--- src/rtl/core/trr_pkg.sv ---
// Package for the ranged Tausworthe random number block.
// Holds the sequencer state type, seed and mask constants and the component step.
// No dependencies.
package trr_pkg;

  typedef enum logic [1:0] {
    ST_IDLE,
    ST_DIV,
    ST_LOAD
  } trr_state_t;

  localparam int unsigned RawW  = 31;
  localparam int unsigned BndW  = 16;
  localparam int unsigned SpanW = 17;

  localparam logic [31:0] SEED   = 32'd12345;
  localparam logic [31:0] KEEP_1 = 32'hFFFF_FFFE;
  localparam logic [31:0] KEEP_2 = 32'hFFFF_FFF8;
  localparam logic [31:0] KEEP_3 = 32'hFFFF_FFF0;
  localparam logic [31:0] KEEP_4 = 32'hFFFF_FF80;

  localparam logic [4:0] LAST_BIT = 5'(RawW - 1);

  // One Tausworthe step: feedback from shifts q and s, keep mask, shift k.
  function automatic logic [31:0] taus_step(
    input logic [31:0] z,
    input logic [4:0]  q,
    input logic [4:0]  s,
    input logic [31:0] keep,
    input logic [4:0]  k
  );
    logic [31:0] fb;
    fb = ((z << q) ^ z) >> s;
    return ((z & keep) << k) ^ fb;
  endfunction

endpackage

--- src/rtl/core/trr_req_if.sv ---
// Request channel of the ranged random number block: two signed bounds.
// Uses no package.
interface trr_req_if;
  logic               valid;
  logic               ready;
  logic signed [15:0] bound_a;
  logic signed [15:0] bound_b;

  modport source (output valid, output bound_a, output bound_b, input ready);
  modport sink   (input valid, input bound_a, input bound_b, output ready);
endinterface

--- src/rtl/core/trr_rsp_if.sv ---
// Result channel of the ranged random number block: ranged and raw values.
// Uses no package.
interface trr_rsp_if;
  logic               valid;
  logic               ready;
  logic signed [15:0] ranged_value;
  logic        [30:0] raw_value;

  modport source (output valid, output ranged_value, output raw_value, input ready);
  modport sink   (input valid, input ranged_value, input raw_value, output ready);
endinterface

--- src/rtl/core/tausworthe_random_range.sv ---
// Top level of the ranged random number block: lfsr113 generator and serial remainder.
// Depends on trr_pkg, trr_req_if and trr_rsp_if.

// Each request beat carries two signed 16-bit bounds in either order. On accept the
// four lfsr113 components (seeded with 12345 at reset) advance once and their XOR,
// shifted right by one, is the 31-bit raw value. The ranged value is raw modulo
// (max - min + 1) plus min, computed by a restoring remainder unit that takes one
// dividend bit per cycle. An item passes from the accept through 31 remainder steps
// to a load state that writes the output register and waits there while an earlier
// result is still untaken. in_ch.ready is high only while the sequencer is
// idle. The result sits in an output register, so a new request can be accepted
// while the previous result still waits to be taken.
module tausworthe_random_range (
  input  logic         clk,
  input  logic         rst_n,
  trr_req_if.sink      in_ch,
  trr_rsp_if.source    out_ch
);

  trr_pkg::trr_state_t state_r, state_nxt;

  logic [31:0] comp1_r, comp1_nxt;
  logic [31:0] comp2_r, comp2_nxt;
  logic [31:0] comp3_r, comp3_nxt;
  logic [31:0] comp4_r, comp4_nxt;

  logic [trr_pkg::RawW-1:0]  raw_r, raw_nxt;
  logic [trr_pkg::RawW-1:0]  div_r, div_nxt;
  logic [trr_pkg::SpanW-1:0] span_r, span_nxt;
  logic [trr_pkg::BndW-1:0]  lo_r, lo_nxt;
  logic [trr_pkg::BndW-1:0]  rem_r, rem_nxt;
  logic [4:0]                cnt_r, cnt_nxt;

  logic                      out_valid_r, out_valid_nxt;
  logic [trr_pkg::BndW-1:0]  out_ranged_r, out_ranged_nxt;
  logic [trr_pkg::RawW-1:0]  out_raw_r, out_raw_nxt;

  logic                      in_ready;
  logic                      start;
  logic                      load_out;

  logic signed [15:0]        lo_in, hi_in;
  logic [trr_pkg::SpanW-1:0] span_in;
  logic [31:0]               n1, n2, n3, n4;
  logic [trr_pkg::SpanW-1:0] trial;
  logic                      fits;

  // Sequencer outputs
  always_comb begin
    in_ready = (state_r == trr_pkg::ST_IDLE);
    start    = in_ready && in_ch.valid;
    load_out = (state_r == trr_pkg::ST_LOAD) && (!out_valid_r || out_ch.ready);
  end

  // Sequencer next state
  always_comb begin
    state_nxt = state_r;
    case (state_r)
      trr_pkg::ST_IDLE: begin
        if (in_ch.valid) state_nxt = trr_pkg::ST_DIV;
      end
      trr_pkg::ST_DIV: begin
        if (cnt_r == 5'd0) state_nxt = trr_pkg::ST_LOAD;
      end
      trr_pkg::ST_LOAD: begin
        if (!out_valid_r || out_ch.ready) state_nxt = trr_pkg::ST_IDLE;
      end
      default: state_nxt = trr_pkg::ST_IDLE;
    endcase
  end

  // Datapath
  always_comb begin
    if (in_ch.bound_b < in_ch.bound_a) begin
      lo_in = in_ch.bound_b;
      hi_in = in_ch.bound_a;
    end else begin
      lo_in = in_ch.bound_a;
      hi_in = in_ch.bound_b;
    end
    span_in = {hi_in[15], hi_in} - {lo_in[15], lo_in} + 17'd1;

    n1 = trr_pkg::taus_step(comp1_r, 5'd6,  5'd13, trr_pkg::KEEP_1, 5'd18);
    n2 = trr_pkg::taus_step(comp2_r, 5'd2,  5'd27, trr_pkg::KEEP_2, 5'd2);
    n3 = trr_pkg::taus_step(comp3_r, 5'd13, 5'd21, trr_pkg::KEEP_3, 5'd7);
    n4 = trr_pkg::taus_step(comp4_r, 5'd3,  5'd12, trr_pkg::KEEP_4, 5'd13);

    // Restoring remainder step on the next dividend bit
    trial = {rem_r, div_r[trr_pkg::RawW-1]};
    fits  = (trial >= span_r);

    comp1_nxt = comp1_r;
    comp2_nxt = comp2_r;
    comp3_nxt = comp3_r;
    comp4_nxt = comp4_r;
    raw_nxt   = raw_r;
    div_nxt   = div_r;
    span_nxt  = span_r;
    lo_nxt    = lo_r;
    rem_nxt   = rem_r;
    cnt_nxt   = cnt_r;

    if (start) begin
      comp1_nxt = n1;
      comp2_nxt = n2;
      comp3_nxt = n3;
      comp4_nxt = n4;
      raw_nxt   = 31'((n1 ^ n2 ^ n3 ^ n4) >> 1);
      div_nxt   = 31'((n1 ^ n2 ^ n3 ^ n4) >> 1);
      span_nxt  = span_in;
      lo_nxt    = lo_in;
      rem_nxt   = '0;
      cnt_nxt   = trr_pkg::LAST_BIT;
    end else if (state_r == trr_pkg::ST_DIV) begin
      rem_nxt = fits ? 16'(trial - span_r) : trial[15:0];
      div_nxt = {div_r[trr_pkg::RawW-2:0], 1'b0};
      cnt_nxt = cnt_r - 5'd1;
    end

    out_ranged_nxt = out_ranged_r;
    out_raw_nxt    = out_raw_r;
    out_valid_nxt  = out_valid_r;
    if (load_out) begin
      out_ranged_nxt = lo_r + rem_r;
      out_raw_nxt    = raw_r;
      out_valid_nxt  = 1'b1;
    end else if (out_ch.ready) begin
      out_valid_nxt = 1'b0;
    end
  end

  always_ff @(posedge clk) begin
    if (!rst_n) begin
      state_r     <= trr_pkg::ST_IDLE;
      out_valid_r <= 1'b0;
      comp1_r     <= trr_pkg::SEED;
      comp2_r     <= trr_pkg::SEED;
      comp3_r     <= trr_pkg::SEED;
      comp4_r     <= trr_pkg::SEED;
      cnt_r       <= '0;
    end else begin
      state_r     <= state_nxt;
      out_valid_r <= out_valid_nxt;
      comp1_r     <= comp1_nxt;
      comp2_r     <= comp2_nxt;
      comp3_r     <= comp3_nxt;
      comp4_r     <= comp4_nxt;
      cnt_r       <= cnt_nxt;
    end
  end

  always_ff @(posedge clk) begin
    raw_r        <= raw_nxt;
    div_r        <= div_nxt;
    span_r       <= span_nxt;
    lo_r         <= lo_nxt;
    rem_r        <= rem_nxt;
    out_ranged_r <= out_ranged_nxt;
    out_raw_r    <= out_raw_nxt;
  end

  assign in_ch.ready         = in_ready;
  assign out_ch.valid        = out_valid_r;
  assign out_ch.ranged_value = out_ranged_r;
  assign out_ch.raw_value    = out_raw_r;

`ifndef SYNTHESIS
  // An accepted beat starts the remainder loop at the top dividend bit
  a_start_div: assert property (@(posedge clk) disable iff (!rst_n)
    start |=> (state_r == trr_pkg::ST_DIV) && (cnt_r == trr_pkg::LAST_BIT))
    else $error("remainder loop did not start after accept");

  // Partial remainder stays below the span
  a_rem_bound: assert property (@(posedge clk) disable iff (!rst_n)
    (state_r == trr_pkg::ST_DIV || state_r == trr_pkg::ST_LOAD) |->
      ({1'b0, rem_r} < span_r))
    else $error("partial remainder not below span");

  // Loading the output register always presents a result next cycle
  a_load_valid: assert property (@(posedge clk) disable iff (!rst_n)
    load_out |=> out_valid_r && (state_r == trr_pkg::ST_IDLE))
    else $error("result not presented after load");
`endif

endmodule

--- src/flat_wrapper.sv ---
// flat-port wrapper written by rule: the top's interface ports become plain ports
module tausworthe_random_range_flat 
  (clk, rst_n, in_ch_valid, in_ch_bound_a, in_ch_bound_b, in_ch_ready, out_ch_valid, out_ch_ranged_value, out_ch_raw_value, out_ch_ready);
  trr_req_if in_ch_i ();
  trr_rsp_if out_ch_i ();
  input  logic clk;
  input  logic rst_n;
  input wire logic [$bits(in_ch_i.valid)-1:0] in_ch_valid;
  input wire logic [$bits(in_ch_i.bound_a)-1:0] in_ch_bound_a;
  input wire logic [$bits(in_ch_i.bound_b)-1:0] in_ch_bound_b;
  output wire logic [$bits(in_ch_i.ready)-1:0] in_ch_ready;
  output wire logic [$bits(out_ch_i.valid)-1:0] out_ch_valid;
  output wire logic [$bits(out_ch_i.ranged_value)-1:0] out_ch_ranged_value;
  output wire logic [$bits(out_ch_i.raw_value)-1:0] out_ch_raw_value;
  input wire logic [$bits(out_ch_i.ready)-1:0] out_ch_ready;
  assign in_ch_i.valid = in_ch_valid;
  assign in_ch_i.bound_a = in_ch_bound_a;
  assign in_ch_i.bound_b = in_ch_bound_b;
  assign in_ch_ready = in_ch_i.ready;
  assign out_ch_valid = out_ch_i.valid;
  assign out_ch_ranged_value = out_ch_i.ranged_value;
  assign out_ch_raw_value = out_ch_i.raw_value;
  assign out_ch_i.ready = out_ch_ready;
  tausworthe_random_range u_core (.clk(clk), .rst_n(rst_n), .in_ch(in_ch_i), .out_ch(out_ch_i));
endmodule
--- config.mk ---
export PLATFORM = sky130hd
export DESIGN_NAME = tausworthe_random_range_flat
export DESIGN_NICKNAME = d
export VERILOG_FILES = /design/src/rtl/core/trr_pkg.sv /design/src/rtl/core/trr_req_if.sv /design/src/rtl/core/trr_rsp_if.sv /design/src/rtl/core/tausworthe_random_range.sv /design/src/flat_wrapper.sv
export SDC_FILE = /design/constraint.sdc
export NUM_CORES = 1
export LEC_CHECK = 0
export ABC_AREA = 1
export BUFFER_PORTS_ARGS = -buffer_cell sky130_fd_sc_hd__buf_2
export CAP_MARGIN = 15
export CORE_AREA = 5 5 222 138
export DETAILED_ROUTE_END_ITERATION = 8
export DIE_AREA = 0 0 227 143
export GPL_TIMING_DRIVEN = 0
export HOLD_SLACK_MARGIN = 0.08
export PLACE_DENSITY = 0.67
export SLEW_MARGIN = 20
export SYNTH_ARGS = -nofsm -noshare
export SYNTH_HDL_FRONTEND = slang
export SYNTH_SLANG_ARGS = --single-unit
--- constraint.sdc ---
create_clock -name clk -period 4.6 [get_ports clk]
set_input_delay 0.23 -clock clk [delete_from_list [all_inputs] [get_ports clk]]
set_output_delay 0.23 -clock clk [all_outputs]
set_load 0.01 [all_outputs]
==> run metrics <==
row count=48; latest clock arrival within the worst-skew pair=0.55 ns; proportion of layout cells with a drive suffix above 1=0.09808; Total Wirelength=38,410 um; Post-DRT Antenna Nets=0; leading area contributor after synthesis=edfxtp_1; Worst-Margin Slew=between 0.7 and 0.8 ns; leak pwr=7.126 nW; final instance area=0.01589 mm^2; number of global-route vias before repair=9,871; full die area=0.03246 mm^2; Slowest-stage cell, CP=dlygate4sd3_1; adder-cell share of the synthesized area=0.06439; Setup crit end kind=flip-flop; critical path required time=4.88 ns; die extent in x=227 um; Top cell by count, worst path=nand2_1; Placed Area=0.01492 mm^2; Min-Delay Path Class=input pin to flip-flop; most area-consuming cells after synthesis=edfxtp_1, dfxtp_1, nand2_1; drt wl/cell=18.31 um; Post-Synth Simple-Gate Area=0.1899; antenna cells=0; Via Count=11,026; ys async rst share=0; mux share of post-synthesis cell area=0; cell area after synthesis=~0.014 mm^2; Crit path arrival time=around 4.3 ns; Synth Area in Compound Gates=0.08107; Pwr per Cell Area=551.6 mW/mm^2; post-CTS sizing=0; synth unique cells=36; clock period minus worst slack=about 4.0 ns; EDFF count, synth=142; status=finished, final reports clean; TritonCTS clock tree=yes; H-tree depth=1; CTS Sinks=279; Core Area=0.02829 mm^2; fin crit share=0.8752; top-count cell post-synth=nand2_1; Layout Area Growth over Synthesis=13.91%; clock buffer depth=3; fin. max-slew vios=0; Clock Skew=approximately 0.021 ns; Hold WS=0.09852 ns; largest net degree at the start of global routing=41; cts bufs inserted=26; Syn Area/Cell=8.881 um^2; fin nets=1,809; sequential area share after synthesis=0.5022; Final Wtd Congestion=0.9707; DR vias/cell=5.255; CP Class=input pin to flip-flop; Main synth FF type=edfxtp_1; flop and latch count out of synthesis=279; worst vdd ir=0.0003584 V; Peak Freq=248.4 MHz; Port Buf Inserts=between 80 and 90; Worst slew margin=0.5141; DRC Markers=0; setup TNS=0 ns; post-detail-place hpwl=29,850 um; Mapped Cells=1,571; synth cell count leaders=nand2_1, nor2_1, edfxtp_1, dfxtp_1, o21ai_0; first-pass GRT wire length=58,750 um; IO Count=85; Crit Path Max Fanout=8; largest family of logic cells by synthesized area=simple AND/OR/NAND/NOR gates; Worst setup SP type=input pin; setup ws final=0.5741 ns; Die H=143 um; starting density of the core=0.4932; pre-CTS WS=0.6537 ns; Clk pin slew, worst setup/hold paths=0.07 ns; fillers=2,531; total power=8.767 mW; Yosys warnings=0; crit-path max cell delay=0.52 ns; total grt overflow=0; worst path cell trace=dlygate4sd3_1 -> buf_2 -> inv_1 -> ha_1 -> nand2_1 -> inv_2 -> o21ai_1 -> nand2_1 -> nor2_2 -> nand3_2 -> nand2_4 -> nand2_1 -> o21ai_1 -> nor2_1 -> ha_1 -> fa_1 -> nand3_1 -> nand2_1 -> a21boi_0 -> inv_1 -> a21o_1 -> nand2_1 -> nand2_1 -> xor2_1; final hold vios=0; initial antenna violation count=0; Synth Net Count=between 1,500 and 2,000; final setup vio count=0; GRT Util Overall=0.2358; first drt pass iteration count=5; Starting DRT DRC Count=1,257; Root Buffer Master=clkbuf_16; Post-Synth XOR/XNOR Area=0.1142; top-area cell type share of the netlist area=0.3056; RSZ-0062 raised after global routing=no; Max Cap Viol=0
==> final cells by class <==
class                           count  area (um^2)  area share
Multi-Input combinational cell   1124         6281      0.3952
Sequential cell                   279         7007      0.4409
Buffer                             52        239.0     0.01504
Tap cell                          375        469.2     0.02952
Clock buffer                       31        679.4     0.04275
Inverter                          116        435.4     0.02740
Clock inverter                     17        111.4    0.007007
Timing Repair Buffer              104        670.6     0.04220
==> worst paths after layout <==
path | start | end | slack [ns] | cells past startpoint
worst min register to register | u_core.raw_r[2] | u_core.out_ch.raw_value[2] | 0.42 | 0
worst min-delay path | in_ch_bound_a[10] | u_core.lo_r[10] | 0.1 | 3
worst max-delay path | in_ch_bound_a[15] | u_core.span_r[13] | 0.57 | 24
worst max register to register | u_core.state_r[1] | u_core.lo_r[15] | 2.05 | 6
==> sequential cells by signal, indices dropped and copies added, names as in the netlist, 2 cells and up <==
signal / flops
u_core.comp1_r: 31
u_core.div_r: 31
u_core.out_ch.raw_value: 31
u_core.raw_r: 31
u_core.comp2_r: 29
u_core.comp3_r: 28
u_core.comp4_r: 25
u_core.span_r: 17
u_core.lo_r: 16
u_core.out_ch.ranged_value: 16
u_core.rem_r: 16
u_core.cnt_r: 5
u_core.state_r: 2
==> metal layers <==
metal | part of all wire | vias up | track usage
met3 | 0.13 | 37 | 0.08054
met5 | 0 | - | 0
met1 | 0.51 | 5104 | 0.4054
met2 | 0.35 | 486 | 0.2815
met4 | 0.0098 | 0 | 0.02704
li1 | - | 5399 | -
==> timing repair <==
item,4_1_cts,5_1_grt
setup buffers,0,0
hold buffers,18,0
endpoints found under the hold margin,21,0
==> cell families after synthesis <==
kind of cell / Yosys count
compound gates: 211
xor+xnor: 182
fa+ha+maj: 70
buf+inv: 168
flops: 279
simple gates: 661
==> power breakdown <==
part           internal (mW)  switching [mW]  leakage (nW)
Clock                   1.07           0.966         0.385
Sequential              3.28           0.371          2.48
Combinational           1.10            1.99          4.26
Total                   5.44            3.32          7.13
==> metrics by stage <==
stage                 util  std cells
floorplan                -       1571
detailed placement  0.5275       2032
global route        0.5618       2098
CTS                 0.5618       2098
global placement    0.5245       2029
finish              0.5618       2098
==> cells in the final DEF, fill, tap and decap left out, types with 67 or more instances in the layout <==
cell type	n
nand2_1	309
nor2_1	251
edfxtp_1	142
dfxtp_1	137
o21ai_0	117
inv_1	111
buf_2	97
xor2_1	97
xnor2_1	85
nand3_1	69
ha_1	67
==> worst max-delay path, delay by kind of cell <==
kind | cells | cell delay [ns]
adders and majority gates | 3 | 0.99
xor gates and xnor gates | 1 | 0.15
AOI/OAI and AO/OA | 4 | 0.78
and+or+nand+nor | 11 | 1.28
buffers and inverters | 5 | 0.88
Power figures use the tool's default switching activity.
